<file path="src/sv/eqi_pkg.sv">
// Shared types, codes and defaults of the ERI quartet index iterator.
package eqi_pkg;

    localparam int MAX_SHELL_FUNCS_DEF  = 32;
    localparam int BASIS_INDEX_BITS_DEF = 16;

    localparam logic OP_START   = 1'b0;
    localparam logic OP_ADVANCE = 1'b1;

    localparam logic [1:0] MODE_ALL  = 2'd0;
    localparam logic [1:0] MODE_PAIR = 2'd1;
    localparam logic [1:0] MODE_GEN  = 2'd2;
    localparam logic [1:0] MODE_GEN3 = 2'd3;

    typedef struct packed {
        logic        opcode;
        logic [5:0]  size_i;
        logic [5:0]  size_j;
        logic [5:0]  size_k;
        logic [5:0]  size_l;
        logic [15:0] offset_i;
        logic [15:0] offset_j;
        logic [15:0] offset_k;
        logic [15:0] offset_l;
        logic [1:0]  share_mode;
        logic        bra_same;
        logic        ket_same;
    } t_req;

    typedef struct packed {
        logic [15:0] index_p;
        logic [15:0] index_q;
        logic [15:0] index_r;
        logic [15:0] index_s;
        logic [19:0] flat_index;
        logic        finished;
    } t_rsp;

    typedef struct packed {
        logic accept;
        logic stage1;
        logic stage2;
        logic out_load;
    } t_cmd;

endpackage

</file>
<file path="src/sv/eqi_req_if.sv">
// Request channel: valid, ready and one request beat.
interface eqi_req_if;
    logic          valid;
    logic          ready;
    eqi_pkg::t_req payload;

    modport source (output valid, output payload, input ready);
    modport sink   (input valid, input payload, output ready);
endinterface

</file>
<file path="src/sv/eqi_rsp_if.sv">
// Response channel: valid, ready and one result beat.
interface eqi_rsp_if;
    logic          valid;
    logic          ready;
    eqi_pkg::t_rsp payload;

    modport source (output valid, output payload, input ready);
    modport sink   (input valid, input payload, output ready);
endinterface

</file>
<file path="src/sv/eqi_ctrl.sv">
// Controller: sequences accept, the multiply stages and the output register.
module eqi_ctrl (
    input  logic          i_clk,
    input  logic          i_rst_n,
    input  logic          i_in_valid,
    input  logic          i_out_ready,
    output logic          o_in_ready,
    output logic          o_out_valid,
    output eqi_pkg::t_cmd o_cmd
);

    localparam logic [1:0] S_IDLE = 2'd0;
    localparam logic [1:0] S_M1   = 2'd1;
    localparam logic [1:0] S_M2   = 2'd2;
    localparam logic [1:0] S_FIN  = 2'd3;

    logic [1:0] r_state;
    logic [1:0] n_state;
    logic       r_ovalid;
    logic       n_ovalid;
    logic       w_accept;
    logic       w_load;

    assign o_in_ready  = (r_state == S_IDLE);
    assign w_accept    = i_in_valid && o_in_ready;
    assign w_load      = (r_state == S_FIN) && (!r_ovalid || i_out_ready);
    assign o_out_valid = r_ovalid;

    always_comb begin
        o_cmd.accept   = w_accept;
        o_cmd.stage1   = (r_state == S_M1);
        o_cmd.stage2   = (r_state == S_M2);
        o_cmd.out_load = w_load;
    end

    always_comb begin
        n_state = r_state;
        case (r_state)
            S_IDLE: begin
                if (w_accept) n_state = S_M1;
            end
            S_M1:   n_state = S_M2;
            S_M2:   n_state = S_FIN;
            S_FIN: begin
                if (w_load) n_state = S_IDLE;
            end
            default: n_state = S_IDLE;
        endcase
    end

    always_comb begin
        n_ovalid = r_ovalid;
        if (w_load) begin
            n_ovalid = 1'b1;
        end else if (i_out_ready) begin
            n_ovalid = 1'b0;
        end
    end

    always_ff @(posedge i_clk) begin
        if (!i_rst_n) begin
            r_state  <= S_IDLE;
            r_ovalid <= 1'b0;
        end else begin
            r_state  <= n_state;
            r_ovalid <= n_ovalid;
        end
    end

    a_accept_m1: assert property (@(posedge i_clk) disable iff (!i_rst_n)
        w_accept |=> r_state == S_M1)
        else $error("accepted beat did not start the multiply sequence");

    a_m1_m2: assert property (@(posedge i_clk) disable iff (!i_rst_n)
        r_state == S_M1 |=> r_state == S_M2)
        else $error("stage one not followed by stage two");

    a_load_valid: assert property (@(posedge i_clk) disable iff (!i_rst_n)
        w_load |=> r_ovalid && r_state == S_IDLE)
        else $error("result load did not raise valid and return to idle");

    a_busy_no_ready: assert property (@(posedge i_clk) disable iff (!i_rst_n)
        r_state == S_FIN && r_ovalid && !i_out_ready |=> r_state == S_FIN)
        else $error("result left while output register full");

endmodule

</file>
<file path="src/sv/eqi_dpath.sv">
// Datapath: counters, limits, index ordering and flat index multiplies.
module eqi_dpath #(
    parameter int MAX_SHELL_FUNCS  = eqi_pkg::MAX_SHELL_FUNCS_DEF,
    parameter int BASIS_INDEX_BITS = eqi_pkg::BASIS_INDEX_BITS_DEF
) (
    input  logic          i_clk,
    input  logic          i_rst_n,
    input  eqi_pkg::t_cmd i_cmd,
    input  eqi_pkg::t_req i_req,
    output eqi_pkg::t_rsp o_rsp
);

    localparam int CW  = $clog2(MAX_SHELL_FUNCS + 1);
    localparam int BIB = BASIS_INDEX_BITS;
    localparam int FW  = (4 * CW > 20) ? 4 * CW : 20;

    logic [CW-1:0]  r_cnt_i, r_cnt_j, r_cnt_k, r_cnt_l;
    logic [CW-1:0]  n_cnt_i, n_cnt_j, n_cnt_k, n_cnt_l;
    logic [CW-1:0]  r_lim [4];
    logic [CW-1:0]  n_lim [4];
    logic [CW-1:0]  r_size [4];
    logic [CW-1:0]  n_size [4];
    logic [BIB-1:0] r_off [4];
    logic [BIB-1:0] n_off [4];
    logic [1:0]     r_mode, n_mode;
    logic           r_bra, n_bra;
    logic           r_ket, n_ket;
    logic           r_done, n_done;

    logic [2*CW-1:0] r_a;
    logic [3*CW-1:0] r_b;
    logic [BIB-1:0]  r_p, r_q, r_r, r_s;
    logic [BIB-1:0]  r_op, r_oq, r_or, r_os;
    logic [BIB-1:0]  w_p, w_q, w_r, w_s, w_t;
    logic            r_dn1, r_dn2;
    logic [4*CW-1:0] w_flat;
    eqi_pkg::t_rsp   r_rsp;

    function automatic logic [CW-1:0] sat_size(input logic [5:0] sz);
        logic [CW-1:0] res;
        if (sz == 6'd0) begin
            res = CW'(1);
        end else if (int'(sz) > MAX_SHELL_FUNCS) begin
            res = CW'(MAX_SHELL_FUNCS);
        end else begin
            res = CW'(sz);
        end
        return res;
    endfunction

    // load on start, otherwise advance until done
    always_comb begin
        n_cnt_i = r_cnt_i;
        n_cnt_j = r_cnt_j;
        n_cnt_k = r_cnt_k;
        n_cnt_l = r_cnt_l;
        n_lim   = r_lim;
        n_size  = r_size;
        n_off   = r_off;
        n_mode  = r_mode;
        n_bra   = r_bra;
        n_ket   = r_ket;
        n_done  = r_done;
        if (i_req.opcode == eqi_pkg::OP_START) begin
            n_size[0] = sat_size(i_req.size_i);
            n_size[1] = sat_size(i_req.size_j);
            n_size[2] = sat_size(i_req.size_k);
            n_size[3] = sat_size(i_req.size_l);
            n_off[0]  = BIB'(i_req.offset_i);
            n_off[1]  = BIB'(i_req.offset_j);
            n_off[2]  = BIB'(i_req.offset_k);
            n_off[3]  = BIB'(i_req.offset_l);
            n_mode    = (i_req.share_mode == eqi_pkg::MODE_GEN3) ? eqi_pkg::MODE_GEN
                                                                 : i_req.share_mode;
            n_bra     = i_req.bra_same;
            n_ket     = i_req.ket_same;
            n_cnt_i   = '0;
            n_cnt_j   = '0;
            n_cnt_k   = '0;
            n_cnt_l   = '0;
            n_done    = 1'b0;
            n_lim[0]  = n_size[0] - CW'(1);
            case (n_mode)
                eqi_pkg::MODE_ALL: begin
                    n_lim[1] = '0;
                    n_lim[2] = '0;
                    n_lim[3] = '0;
                end
                eqi_pkg::MODE_PAIR: begin
                    n_lim[1] = n_size[1] - CW'(1);
                    n_lim[2] = '0;
                    n_lim[3] = '0;
                end
                default: begin
                    n_lim[1] = n_bra ? '0 : n_size[1] - CW'(1);
                    n_lim[2] = n_size[2] - CW'(1);
                    n_lim[3] = n_ket ? '0 : n_size[3] - CW'(1);
                end
            endcase
        end else if (!r_done) begin
            n_cnt_l = r_cnt_l + CW'(1);
            if (n_cnt_l > r_lim[3]) begin
                n_cnt_k = r_cnt_k + CW'(1);
                n_cnt_l = '0;
                if (n_cnt_k > r_lim[2]) begin
                    n_cnt_k = '0;
                    n_cnt_j = r_cnt_j + CW'(1);
                    if (n_cnt_j > r_lim[1]) begin
                        n_cnt_j = '0;
                        n_cnt_i = r_cnt_i + CW'(1);
                        if (n_cnt_i > r_lim[0]) n_done = 1'b1;
                        if (r_mode == eqi_pkg::MODE_ALL) begin
                            n_lim[1] = n_cnt_i;
                        end else if (r_mode == eqi_pkg::MODE_GEN) begin
                            n_lim[1] = r_bra ? n_cnt_i : r_size[1] - CW'(1);
                        end
                    end
                    if (r_mode != eqi_pkg::MODE_GEN) n_lim[2] = n_cnt_i;
                end
                case (r_mode)
                    eqi_pkg::MODE_ALL:
                        n_lim[3] = (n_cnt_k == n_cnt_i) ? n_cnt_j : n_cnt_k;
                    eqi_pkg::MODE_PAIR:
                        n_lim[3] = (n_cnt_k == n_cnt_i) ? n_cnt_j : r_size[3] - CW'(1);
                    default:
                        n_lim[3] = r_ket ? n_cnt_k : r_size[3] - CW'(1);
                endcase
            end
        end
    end

    always_ff @(posedge i_clk) begin
        if (!i_rst_n) begin
            r_cnt_i <= '0;
            r_cnt_j <= '0;
            r_cnt_k <= '0;
            r_cnt_l <= '0;
            r_mode  <= eqi_pkg::MODE_ALL;
            r_bra   <= 1'b0;
            r_ket   <= 1'b0;
            r_done  <= 1'b0;
            for (int x = 0; x < 4; x++) begin
                r_lim[x]  <= '0;
                r_size[x] <= CW'(1);
                r_off[x]  <= '0;
            end
        end else if (i_cmd.accept) begin
            r_cnt_i <= n_cnt_i;
            r_cnt_j <= n_cnt_j;
            r_cnt_k <= n_cnt_k;
            r_cnt_l <= n_cnt_l;
            r_mode  <= n_mode;
            r_bra   <= n_bra;
            r_ket   <= n_ket;
            r_done  <= n_done;
            r_lim   <= n_lim;
            r_size  <= n_size;
            r_off   <= n_off;
        end
    end

    // canonical ordering of the offset indices, except in mode all
    always_comb begin
        w_p = r_p;
        w_q = r_q;
        w_r = r_r;
        w_s = r_s;
        w_t = '0;
        if (r_mode == eqi_pkg::MODE_PAIR) begin
            if (w_p < w_q) begin
                w_t = w_p; w_p = w_q; w_q = w_t;
                w_t = w_r; w_r = w_s; w_s = w_t;
            end
            if (w_p < w_r) begin
                w_t = w_p; w_p = w_r; w_r = w_t;
                w_t = w_q; w_q = w_s; w_s = w_t;
            end
        end else if (r_mode != eqi_pkg::MODE_ALL) begin
            if (w_p < w_q) begin
                w_t = w_p; w_p = w_q; w_q = w_t;
            end
            if (w_r < w_s) begin
                w_t = w_r; w_r = w_s; w_s = w_t;
            end
            if (w_p < w_r || (w_p == w_r && w_q < w_s)) begin
                w_t = w_p; w_p = w_r; w_r = w_t;
                w_t = w_q; w_q = w_s; w_s = w_t;
            end
        end
    end

    always_ff @(posedge i_clk) begin
        if (i_cmd.stage1) begin
            r_a   <= (2*CW)'(r_cnt_j) + (2*CW)'(r_size[1]) * (2*CW)'(r_cnt_i);
            r_p   <= r_off[0] + BIB'(r_cnt_i);
            r_q   <= r_off[1] + BIB'(r_cnt_j);
            r_r   <= r_off[2] + BIB'(r_cnt_k);
            r_s   <= r_off[3] + BIB'(r_cnt_l);
            r_dn1 <= r_done;
        end
        if (i_cmd.stage2) begin
            r_b   <= (3*CW)'(r_cnt_k) + (3*CW)'(r_size[2]) * (3*CW)'(r_a);
            r_op  <= w_p;
            r_oq  <= w_q;
            r_or  <= w_r;
            r_os  <= w_s;
            r_dn2 <= r_dn1;
        end
        if (i_cmd.out_load) begin
            if (r_dn2) begin
                r_rsp <= '{index_p: '0, index_q: '0, index_r: '0, index_s: '0,
                           flat_index: '0, finished: 1'b1};
            end else begin
                r_rsp <= '{index_p: 16'(r_op), index_q: 16'(r_oq),
                           index_r: 16'(r_or), index_s: 16'(r_os),
                           flat_index: 20'(FW'(w_flat)), finished: 1'b0};
            end
        end
    end

    assign w_flat = (4*CW)'(r_cnt_l) + (4*CW)'(r_size[3]) * (4*CW)'(r_b);
    assign o_rsp  = r_rsp;

endmodule

</file>
<file path="src/sv/eri_quartet_index_iterator.sv">
// Top level of the ERI symmetry-unique quartet index iterator.
// Each request beat either starts a shell quartet (opcode 0: load sizes,
// offsets and sharing pattern, emit the first quartet) or advances to the
// next symmetry-unique quartet (opcode 1); every beat gives exactly one
// result beat. At the edge that accepts a beat the counters update; the flat
// index then takes three chained multiplies, registered in stage one, in
// stage two and in the output register. The block takes no new beat until
// the previous result is loaded; a new beat is accepted at the edge after
// that load, and waits longer only while the output register still holds an
// untaken result. After the last quartet, every advance returns a result
// with finished set and all indices zero until the next start.
module eri_quartet_index_iterator #(
    parameter int MAX_SHELL_FUNCS  = eqi_pkg::MAX_SHELL_FUNCS_DEF,
    parameter int BASIS_INDEX_BITS = eqi_pkg::BASIS_INDEX_BITS_DEF
) (
    input  logic      i_clk,
    input  logic      i_rst_n,
    eqi_req_if.sink   i_req,
    eqi_rsp_if.source o_rsp
);

    eqi_pkg::t_cmd w_cmd;
    eqi_pkg::t_rsp w_rsp;
    logic          w_in_ready;
    logic          w_out_valid;

    eqi_ctrl u_ctrl (
        .i_clk       (i_clk),
        .i_rst_n     (i_rst_n),
        .i_in_valid  (i_req.valid),
        .i_out_ready (o_rsp.ready),
        .o_in_ready  (w_in_ready),
        .o_out_valid (w_out_valid),
        .o_cmd       (w_cmd)
    );

    eqi_dpath #(
        .MAX_SHELL_FUNCS  (MAX_SHELL_FUNCS),
        .BASIS_INDEX_BITS (BASIS_INDEX_BITS)
    ) u_dpath (
        .i_clk   (i_clk),
        .i_rst_n (i_rst_n),
        .i_cmd   (w_cmd),
        .i_req   (i_req.payload),
        .o_rsp   (w_rsp)
    );

    assign i_req.ready   = w_in_ready;
    assign o_rsp.valid   = w_out_valid;
    assign o_rsp.payload = w_rsp;

endmodule
</file>
<file path="src/flat_wrapper.sv">
// flat-port wrapper written by rule: the top's interface ports become plain ports
module eri_quartet_index_iterator_flat 
#(
    parameter int MAX_SHELL_FUNCS  = eqi_pkg::MAX_SHELL_FUNCS_DEF,
    parameter int BASIS_INDEX_BITS = eqi_pkg::BASIS_INDEX_BITS_DEF
)
  (i_clk, i_rst_n, i_req_valid, i_req_payload, i_req_ready, o_rsp_valid, o_rsp_payload, o_rsp_ready);
  eqi_req_if i_req_i ();
  eqi_rsp_if o_rsp_i ();
  input  logic i_clk;
  input  logic i_rst_n;
  input wire logic [$bits(i_req_i.valid)-1:0] i_req_valid;
  input wire logic [$bits(i_req_i.payload)-1:0] i_req_payload;
  output wire logic [$bits(i_req_i.ready)-1:0] i_req_ready;
  output wire logic [$bits(o_rsp_i.valid)-1:0] o_rsp_valid;
  output wire logic [$bits(o_rsp_i.payload)-1:0] o_rsp_payload;
  input wire logic [$bits(o_rsp_i.ready)-1:0] o_rsp_ready;
  assign i_req_i.valid = i_req_valid;
  assign i_req_i.payload = i_req_payload;
  assign i_req_ready = i_req_i.ready;
  assign o_rsp_valid = o_rsp_i.valid;
  assign o_rsp_payload = o_rsp_i.payload;
  assign o_rsp_i.ready = o_rsp_ready;
  eri_quartet_index_iterator #(.MAX_SHELL_FUNCS(MAX_SHELL_FUNCS), .BASIS_INDEX_BITS(BASIS_INDEX_BITS)) u_core (.i_clk(i_clk), .i_rst_n(i_rst_n), .i_req(i_req_i), .o_rsp(o_rsp_i));
endmodule
</file>
<file path="config.mk">
export PLATFORM = sky130hd
export DESIGN_NAME = eri_quartet_index_iterator_flat
export DESIGN_NICKNAME = d
export VERILOG_FILES = /design/src/sv/eqi_pkg.sv /design/src/sv/eqi_req_if.sv /design/src/sv/eqi_rsp_if.sv /design/src/sv/eqi_ctrl.sv /design/src/sv/eqi_dpath.sv /design/src/sv/eri_quartet_index_iterator.sv /design/src/flat_wrapper.sv
export SDC_FILE = /design/constraint.sdc
export NUM_CORES = 1
export LEC_CHECK = 0
export BUFFER_PORTS_ARGS = -buffer_cell sky130_fd_sc_hd__buf_2
export CAP_MARGIN = 20
export CORE_MARGIN = 2
export CORE_UTILIZATION = 51
export CTS_CLUSTER_DIAMETER = 80
export CTS_CLUSTER_SIZE = 25
export DETAILED_ROUTE_END_ITERATION = 10
export PLACE_DENSITY = 0.72
export SLEW_MARGIN = 20
export SYNTH_ARGS = -nofsm -noshare
export SYNTH_HDL_FRONTEND = slang
export SYNTH_HIERARCHICAL = 1
export SYNTH_SLANG_ARGS = --single-unit
</file>
<file path="constraint.sdc">
create_clock -name i_clk -period 5.4 [get_ports i_clk]
set_input_delay 1.35 -clock i_clk [delete_from_list [all_inputs] [get_ports i_clk]]
set_output_delay 1.35 -clock i_clk [all_outputs]
set_load 0.05 [all_outputs]
</file>
==> results of run 1 <==
-- critical path, stage by stage (launching register included) --
cell and delay [ns]:
edfxtp_1 0.44, inv_1 0.10, ha_1 0.24, a211oi_1 0.24, nor2_1 0.14, a2111oi_4 0.43, o21bai_4 0.12, a21oi_4 0.22
buf_4 0.15, buf_12 0.12, nor2_1 0.04, a21oi_1 0.17, inv_1 0.10, ha_1 0.31, nand4_1 0.22, a211oi_2 0.32
nand4_1 0.20, or2_2 0.35, o21ai_2 0.15, buf_4 0.18, mux2_1 0.33, o21ai_1 0.38
-- synthesized netlist by cell type, types with 62 or more instances --
library cell,count,area (um2)
fa_1,131,2620
ha_1,251,3140
inv_1,316,1190
nor2b_1,88,551
a22o_1,77,674
dfxtp_1,138,2760
and2_1,93,582
mux2i_1,62,621
xnor2_1,97,850
o21ai_0,111,556
clkbuf_1,91,342
edfxtp_1,245,7360
a21oi_1,128,641
nor2_1,140,526
nand2_1,260,976
-- worst paths after layout --
check                         from                endpoint  slack [ns]
max reg2reg  u_core/u_dpath/r_q[5]  u_core/u_dpath/r_oq[3]        0.17
max          u_core/u_dpath/r_q[5]  u_core/u_dpath/r_oq[3]        0.17
min reg2reg   u_core/u_dpath/r_dn1    u_core/u_dpath/r_dn2        0.43
min           u_core/u_dpath/r_dn1    u_core/u_dpath/r_dn2        0.43
-- logic make-up after synthesis --
| group | synth area share (%) |
|---|---|
| xor gates and xnor gates | 4.46 |
| adders and majority gates | 20.8 |
| DFF | 36.5 |
| buffers and inverters | 6.05 |
| AOI/OAI and AO/OA | 15.5 |
| and+or+nand+nor | 13.3 |
| muxes | 3.38 |
-- where the power goes --
group	switching, mW	internal, mW
clock	1.20	1.09
combinational	6.37	4.53
sequential	0.585	4.04
-- cell type report --
cell class                      count  area (um2)
Timing Repair Buffer              409        2720
Antenna cell                        2        5.00
Tap cell                          696         871
Clock buffer                       33         729
Fill cell                        4520       21700
Inverter                          317        1190
Clock inverter                     15         246
Sequential cell                   383       10100
Multi-Input combinational cell   1990       16100
-- flip-flops by register name, summed over array words and instances, names as in the netlist, 18 cells and up --
register               flops
u_core/u_dpath/o_rsp      85
u_core/u_dpath/r_off      64
u_core/u_dpath/r_b        18
u_core/u_dpath/r_size     18
u_core/u_dpath/r_lim      24
-- placed cells by master (no fill, tap or decap), drive strengths merged, types with 16 or more instances in the layout --
| cell type | instances |
|---|---|
| mux2 | 28 |
| a221oi | 22 |
| edfxtp | 245 |
| inv | 326 |
| a21oi | 130 |
| nor2b | 88 |
| a22oi | 25 |
| xnor2 | 97 |
| buf | 409 |
| xor2 | 44 |
| and2 | 94 |
| nor2 | 140 |
| fa | 131 |
| o221ai | 28 |
| ha | 251 |
| a211oi | 18 |
| nand2b | 24 |
| o22ai | 16 |
| dfxtp | 138 |
| a22o | 77 |
| o21ai | 123 |
| clkbuf | 33 |
| o211ai | 19 |
| nand2 | 260 |
| o21bai | 23 |
| nor3 | 41 |
| a21o | 34 |
| mux2i | 62 |
| nand3 | 61 |
-- routing by layer --
metal	up-vias	GRT usage [%]	routed length [um]
li1	10500	-	-
met1	11000	43.7	38500
met2	947	45.9	36900
met3	118	4.45	7020
met4	4	6.10	1770
met5	-	0	26
-- timing repair --
item / 4_1_cts / 5_1_grt
pin swaps: 0 / 6
endpoints found under the setup margin: 35 / 65
gates resized for setup: 5 / 27
buffers inserted: 0 / 9
-- through the flow --
step / worst slack (ns) / instances / util, % / hold slack, ns
detailed placement: -0.107 / 3786 / 57.3 / 0.405
CTS: 0.0305 / 3834 / 59.2 / 0.427
global placement: 0.0223 / 3786 / 57.3 / 0.403
global route: -0.0332 / 3845 / 59.5 / 0.432
floorplan: 0.324 / 2808 / - / 0.400
finish: 0.173 / 3845 / 59.5 / 0.426
==> reports/metrics.yaml, run 1 <==
clock_network:
  clock_path_buffers: 3
  cts_root_buf: "clkbuf_16"
  clock_sinks: 383
  htreeDepth: 1
  clk_pin_slew_worst_paths_ns: 0.10
  cts-buffers-inserted: 26
  clkLatencyLatePin_ns: 0.60
  cts_tree: "yes"
  holdBufCountCts: 0
outcome:
  status: "complete, no violations"
worst_setup_path:
  startpoint_type: "flip-flop"
  cp_data_required_time_ns: 5.75
  end_kind: "flip-flop"
  reg2reg_depth: 21
  crit_path_max_fanout: 11
  crit_type: "reg2reg"
  worst-endpoint-arrival_ns: 5.58
synth:
  ys_seq_area_share_pct: 36.5
  yosys_warnings: 6
  synth_cells: 2808
  syn_area_per_cell_um2: 9.86
  syn_nets: 3287
  async_reset_ff_share_pct: 0
  synth_edf_count: 245
  synth.distinct_cells: 78
  synth_area_um2: 27700
  synth-seq-cells: 383
  synth_top_flop_cell: "edfxtp_1"
place:
  hpwl_mm: 67.1
  numPortBuffers: 183
  place_area_um2: 30800
  routabilityCongestion: 0.987
pwr:
  power_mw: 17.8
  ir_drop_v: 0.000301
  p_leak_nw: 14.3
  cellPowerDensity_nw_per_um2: 558
hold_path:
  hold_depth: 0
  hold_path.class: "reg2reg"
route:
  wl_mm: 84.2
  dr.pass1.iters: 8
  antenna_left: 0
  wl_per_cell_um: 21.9
  drc: 0
  drt_iter0_drc: 2421
  vias_per_cell: 5.88
  vias: 22600
sta:
  setup_viol_count_final: 0
  slew_violations: 0
  maxSlewHeadroom_pct: 30.0
  finalSetupTns_ns: 0
  worstMarginPinSlew_ns: 1.05
  min_period_ns: 5.23
  clock.fmax_ghz: 0.191
  timing.final.crit_share_pct: 96.8
  fin_skew_ns: 0.0279
  hold_viol: 0
global_route:
  grt_usage_pct: 29.5
  grt_overflow: 0
  grt_pass1_vias: 21900
  grt_first_pass_wirelength_mm: 128
  antenna_found_initial: 4
  grt_start_max_net_pins: 78
die:
  coreArea_um2: 53700
  start_util_pct: 51.6
  die_h_um: 237
  row_count: 85
  dieArea_um2: 56200
  floorplan.die.width_um: 237
  io-pin-count: 184
cells_and_area:
  nNetsFinal: 3606
  synthToLayoutAreaGrowth_pct: 15.5
  drive_above_1_share_pct: 16.0
  final_cell_area_um2: 32000
job:
  maxCapViolations: 0
(Power assumes the default switching activity.)
==> run 2, diff against run 1 <==
--- a/config.mk
+++ b/config.mk
@@ -7,6 +7,7 @@
 export LEC_CHECK = 0
 export BUFFER_PORTS_ARGS = -buffer_cell sky130_fd_sc_hd__buf_2
 export CAP_MARGIN = 20
+export CORE_ASPECT_RATIO = 1.1
 export CORE_MARGIN = 2
 export CORE_UTILIZATION = 51
 export CTS_CLUSTER_DIAMETER = 80
==> run 2 against run 1 <==
Effect of this change: sequential power is 2% lower; clock skew is 0.0018 ns higher; critical path type unchanged; hold slack better by 0.025 ns; maximum frequency is 0.84% lower; non-clock buffer count is 41 higher; largest cell class unchanged.
==> reports/metrics.yaml, run 2 (synthesis gave the netlist of run 1 again) <==
route:
  dr.pass1.iters: 10
  drt_iter0_drc: 1809
  drc: 0
  antenna_left: 0
  vias_per_cell: 5.83
  wl_per_cell_um: 23.5
  vias: 22800
  wl_mm: 92.1
worst_setup_path:
  crit_chain: "inv_1, ha_1, a211oi_1, o21ai_1, a2111oi_4, o21bai_4, a21o_4, buf_4, buf_12, mux2i_2, inv_1, ha_1, a2111oi_2, o21ai_0, o211ai_1, a21oi_1, and3b_1, o21a_1, buf_4, nor3_1, buf_12, a221oi_1, o221ai_1"
  r2r-start: "u_core/u_dpath/r_q[2]"
  crit_path_max_fanout: 19
  crit_type: "reg2reg"
  end_kind: "flip-flop"
  crit_path_start: "u_core/u_dpath/r_q[2]"
  slowest_delay_ns: 0.43
  worst-endpoint-arrival_ns: 5.56
  startpoint_type: "flip-flop"
  critPathSlowestCell: "a2111oi_4"
  cp_data_required_time_ns: 5.69
sta:
  min_period_ns: 5.27
  hold_viol: 0
  clock.fmax_ghz: 0.190
  fin_skew_ns: 0.0298
  worstMarginPinSlew_ns: 1.11
  timing.final.crit_share_pct: 97.6
  rsz0062_at_grt: "true"
  maxSlewHeadroom_pct: 26.0
  finalSetupTns_ns: 0
  hold_ws_ns: 0.451
  slew_violations: 0
  setup_viol_count_final: 0
global_route:
  antenna_found_initial: 2
  grt_first_pass_wirelength_mm: 138
  grt_busiest_layer: "met2"
  grt_overflow: 0
  grt_usage_pct: 32.7
  grtUsageMet1_pct: 42.1
  use_met3_pct: 3.67
  use_met2_pct: 55.9
  grt_pass1_vias: 22700
  grt_start_max_net_pins: 86
hold_path:
  hold_start: "u_core/u_dpath/r_dn1"
  hold_path.class: "reg2reg"
clock_network:
  cts-buffers-inserted: 24
  cts_root_buf: "clkbuf_16"
  htreeDepth: 1
  cts_tree: "yes"
  clock_sinks: 383
  clock_path_buffers: 3
  clkLatencyLatePin_ns: 0.60
  clk_pin_slew_worst_paths_ns: 0.10
die:
  die_h_um: 248
  floorplan.die.width_um: 226
  start_util_pct: 51.6
  coreArea_um2: 53700
  io-pin-count: 184
  row_count: 89
  dieArea_um2: 56200
cells_and_area:
  synthToLayoutAreaGrowth_pct: 16.7
  final_cell_area_um2: 32300
  nNetsFinal: 3645
  drive_above_1_share_pct: 17.1
  largest_reg_flops: 85
  utilization_pct: 60.2
  final_cell_mix: "316 x inv_1, 260 x nand2_1, 254 x buf_4, 249 x ha_1, 245 x edfxtp_1"
  fillerInstances: 4599
  final_common_cell: "inv_1"
place:
  numPortBuffers: 183
  place_area_um2: 31200
  hpwl_mm: 73.0
  routabilityCongestion: 1.05
pwr:
  power_mw: 18.1
  ir_drop_v: 0.000368
  cellPowerDensity_nw_per_um2: 561
  p_leak_nw: 14.5
job:
  maxCapViolations: 0
outcome:
  status: "complete, no violations"
[run 2: per-layer routing]
layer | up-vias | wire length [um]
met1 | 11100 | 37900
met3 | 226 | 5470
met5 | - | 0
met4 | 0 | 4940
li1 | 10600 | -
met2 | 864 | 43800
[run 2: worst max-delay path: cells and delay by family (launching register included)]
family / cells / cell delay, ns
AOI/OAI and AO/OA: 12 / 2.66
adders and majority gates: 2 / 0.49
buffers and inverters: 6 / 0.83
DFF: 1 / 0.41
muxes: 1 / 0.24
and+or+nand+nor: 2 / 0.32
[run 2: final timing paths]
path	cells past startpoint	to	slack, ns
worst max-delay path	23	u_core/u_dpath/r_or[8]	0.13
worst min-delay path	0	u_core/u_dpath/r_dn2	0.45
worst max register to register	23	u_core/u_dpath/r_or[8]	0.13
worst min register to register	0	u_core/u_dpath/r_dn2	0.45
[run 2: power by group]
part / switching, mW / total (mW) / internal (mW)
Combinational: 6.71 / 11.5 / 4.76
Clock: 1.13 / 2.11 / 0.976
Sequential: 0.511 / 4.55 / 4.04
Total: 8.36 / 18.1 / 9.77
[run 2: cell type report]
cell class	count	area [um2]	share of cell area, %
antenna	2	5.00	0.0155
timing repair buffer	450	3070	9.51
inverter	317	1190	3.68
sequential	383	10100	31.3
multi-input combinational	1990	16200	50.0
clock inverter	13	188	0.581
tap	728	911	2.82
clock buffer	31	658	2.04
[run 2: metrics by stage]
step | cells | setup slack [ns]
floorplan | 2808 | 0.324
global placement | 3863 | -0.512
detailed placement | 3863 | -0.440
CTS | 3907 | 0.0202
global route | 3914 | -0.0830
finish | 3914 | 0.129
[run 2: what timing repair did]
action,CTS,global route
pin swaps,0,9
buffers inserted,0,5
hold buffers,0,0
gates resized for setup,11,29
setup endpoints to repair,63,63
==> run 3, diff against run 2 <==
--- a/config.mk
+++ b/config.mk
@@ -8,7 +8,7 @@
 export BUFFER_PORTS_ARGS = -buffer_cell sky130_fd_sc_hd__buf_2
 export CAP_MARGIN = 20
 export CORE_ASPECT_RATIO = 1.1
-export CORE_MARGIN = 2
+export CORE_MARGIN = 5
 export CORE_UTILIZATION = 51
 export CTS_CLUSTER_DIAMETER = 80
 export CTS_CLUSTER_SIZE = 25
==> run 3 against run 2 <==
Effect of this change: final cell count shrank 0.77%; combinational power down 6%; clock-buffer cell count grew 1; sequential share of layout area is 0.38 points higher; routed wire length is 5.4% lower; non-clock buffer count shrank 25; core utilization decreased by 0.72 points; hold slack worse by 0.027 ns; register-to-register slack better by 0.02 ns; via count is 0.48% lower; maximum frequency increased by 0.35%; first-iteration DRC count grew 11%.
==> reports/metrics.yaml, run 3 (synthesis gave the netlist of run 1 again) <==
outcome:
  status: "complete, no violations"
route:
  vias_per_cell: 5.84
  wl_per_cell_um: 22.4
  drc: 0
  dr.pass1.iters: 10
  wl_mm: 87.2
  vias: 22700
  drt_iter0_drc: 2002
  antenna_left: 0
sta:
  setup_viol_count_final: 0
  hold_viol: 0
  clock.fmax_ghz: 0.190
  setup_ws_ns: 0.148
  min_period_ns: 5.25
  slew_violations: 0
  worstMarginPinSlew_ns: 1.11
  timing.final.crit_share_pct: 97.3
  finalSetupTns_ns: 0
  fin_skew_ns: 0.0464
  maxSlewHeadroom_pct: 25.7
global_route:
  grt_pass1_vias: 22700
  use_met2_pct: 48.8
  grtUsageMet1_pct: 38.2
  grt_start_max_net_pins: 86
  grt_first_pass_wirelength_mm: 133
  grt_busiest_layer: "met2"
  use_met3_pct: 3.35
  grt_usage_pct: 28.8
  antenna_found_initial: 0
  grt_overflow: 0
pwr:
  p_leak_nw: 14.3
  cellPowerDensity_nw_per_um2: 543
  power_mw: 17.3
  ir_drop_v: 0.000307
place:
  routabilityCongestion: 1.03
  pre_cts_ws_ns: 0.0477
  place_area_um2: 30900
  hpwl_mm: 69.6
  numPortBuffers: 183
hold_path:
  hold_path.class: "reg2reg"
cells_and_area:
  synthToLayoutAreaGrowth_pct: 15.3
  final_common_cell: "inv_1"
  nNetsFinal: 3619
  drive_above_1_share_pct: 15.9
  final_cell_area_um2: 31900
  final_cell_mix: "316 x inv_1, 260 x nand2_1, 249 x ha_1, 245 x edfxtp_1, 228 x buf_4"
  largest_reg_flops: 85
  antennaDiodeCount: 0
  utilization_pct: 59.5
die:
  die_h_um: 254
  dieArea_um2: 59100
  floorplan.die.width_um: 232
  coreArea_um2: 53700
  row_count: 89
  io-pin-count: 184
  start_util_pct: 51.6
worst_setup_path:
  cp_data_required_time_ns: 5.71
  crit_type: "reg2reg"
  worst-endpoint-arrival_ns: 5.56
  startpoint_type: "flip-flop"
  crit_path_max_fanout: 15
  r2r_slack_ns: 0.15
  end_kind: "flip-flop"
clock_network:
  clkLatencyLatePin_ns: 0.58
  holdBufCountCts: 0
  clock_sinks: 383
  clock_path_buffers: 3
  htreeDepth: 1
  cts-buffers-inserted: 23
  clk_pin_slew_worst_paths_ns: 0.10
  cts_root_buf: "clkbuf_16"
  cts_tree: "yes"
job:
  maxCapViolations: 0
[run 3: cell types whose count changed in the layout (fill, tap and decap cells not counted), moves of 2 or more]
cell and delta:
a21oi_1 +2, diode_2 -2, buf_4 -26, clkbuf_1 +2
a221oi_1 +6, inv_12 -2, buf_12 -2, a21oi_2 -2
a221oi_2 -6
[run 3: path summary, 6_finish.rpt]
kind                            end  cells past startpoint             startpoint
min            u_core/u_dpath/r_dn2                      0   u_core/u_dpath/r_dn1
max reg2reg  u_core/u_dpath/r_oq[8]                     22  u_core/u_dpath/r_q[2]
min reg2reg    u_core/u_dpath/r_dn2                      0   u_core/u_dpath/r_dn1
max          u_core/u_dpath/r_oq[8]                     22  u_core/u_dpath/r_q[2]
[run 3: report_power, final]
group	internal, mW	total (mW)	switching, mW
Combinational	4.43	10.8	6.39
Clock	0.890	1.97	1.08
Sequential	4.04	4.55	0.505
[run 3: layer usage]
metal	wire length (um)	vias to the layer above	part of all wire (%)
li1	-	10500	-
met1	36000	11100	41
met2	41400	869	47
met3	5610	220	6.4
met4	4170	0	4.8
met5	0	-	0
[run 3: timing repair]
action                     CTS  global route
resized for setup            1            27
setup endpoints to repair    3            65
pin swaps                    0             3
buffers inserted             0            12
hold endpoints to repair     0             0
cloned                       0             1
[run 3: layout make-up]
cell class,instances,area (um2)
Fill cell,4679,21700
Multi-Input combinational cell,1990,16100
Sequential cell,383,10100
Timing Repair Buffer,425,2870
Inverter,317,1190
Tap cell,728,911
Clock buffer,32,641
Clock inverter,9,143
[run 3: metrics by stage]
step / instances / hold WS, ns
global placement: 3830 / 0.408
finish: 3884 / 0.424
detailed placement: 3830 / 0.430
CTS: 3871 / 0.443
floorplan: 2808 / 0.400
global route: 3884 / 0.446
[run 3: critical path, cell delays in order (launching register included)]
cell       delay (ns)
edfxtp_1         0.42
inv_1            0.11
ha_1             0.24
a211oi_1         0.19
o21ai_1          0.14
a2111oi_4        0.36
o21bai_2         0.14
buf_4            0.17
a21oi_4          0.26
buf_12           0.19
buf_4            0.16
mux2i_2          0.30
ha_1             0.32
o21a_1           0.19
o211ai_1         0.19
a21oi_2          0.11
and3b_2          0.33
o21a_1           0.16
nor3_1           0.08
buf_4            0.24
buf_4            0.16
a222oi_1         0.35
o21ai_1          0.15
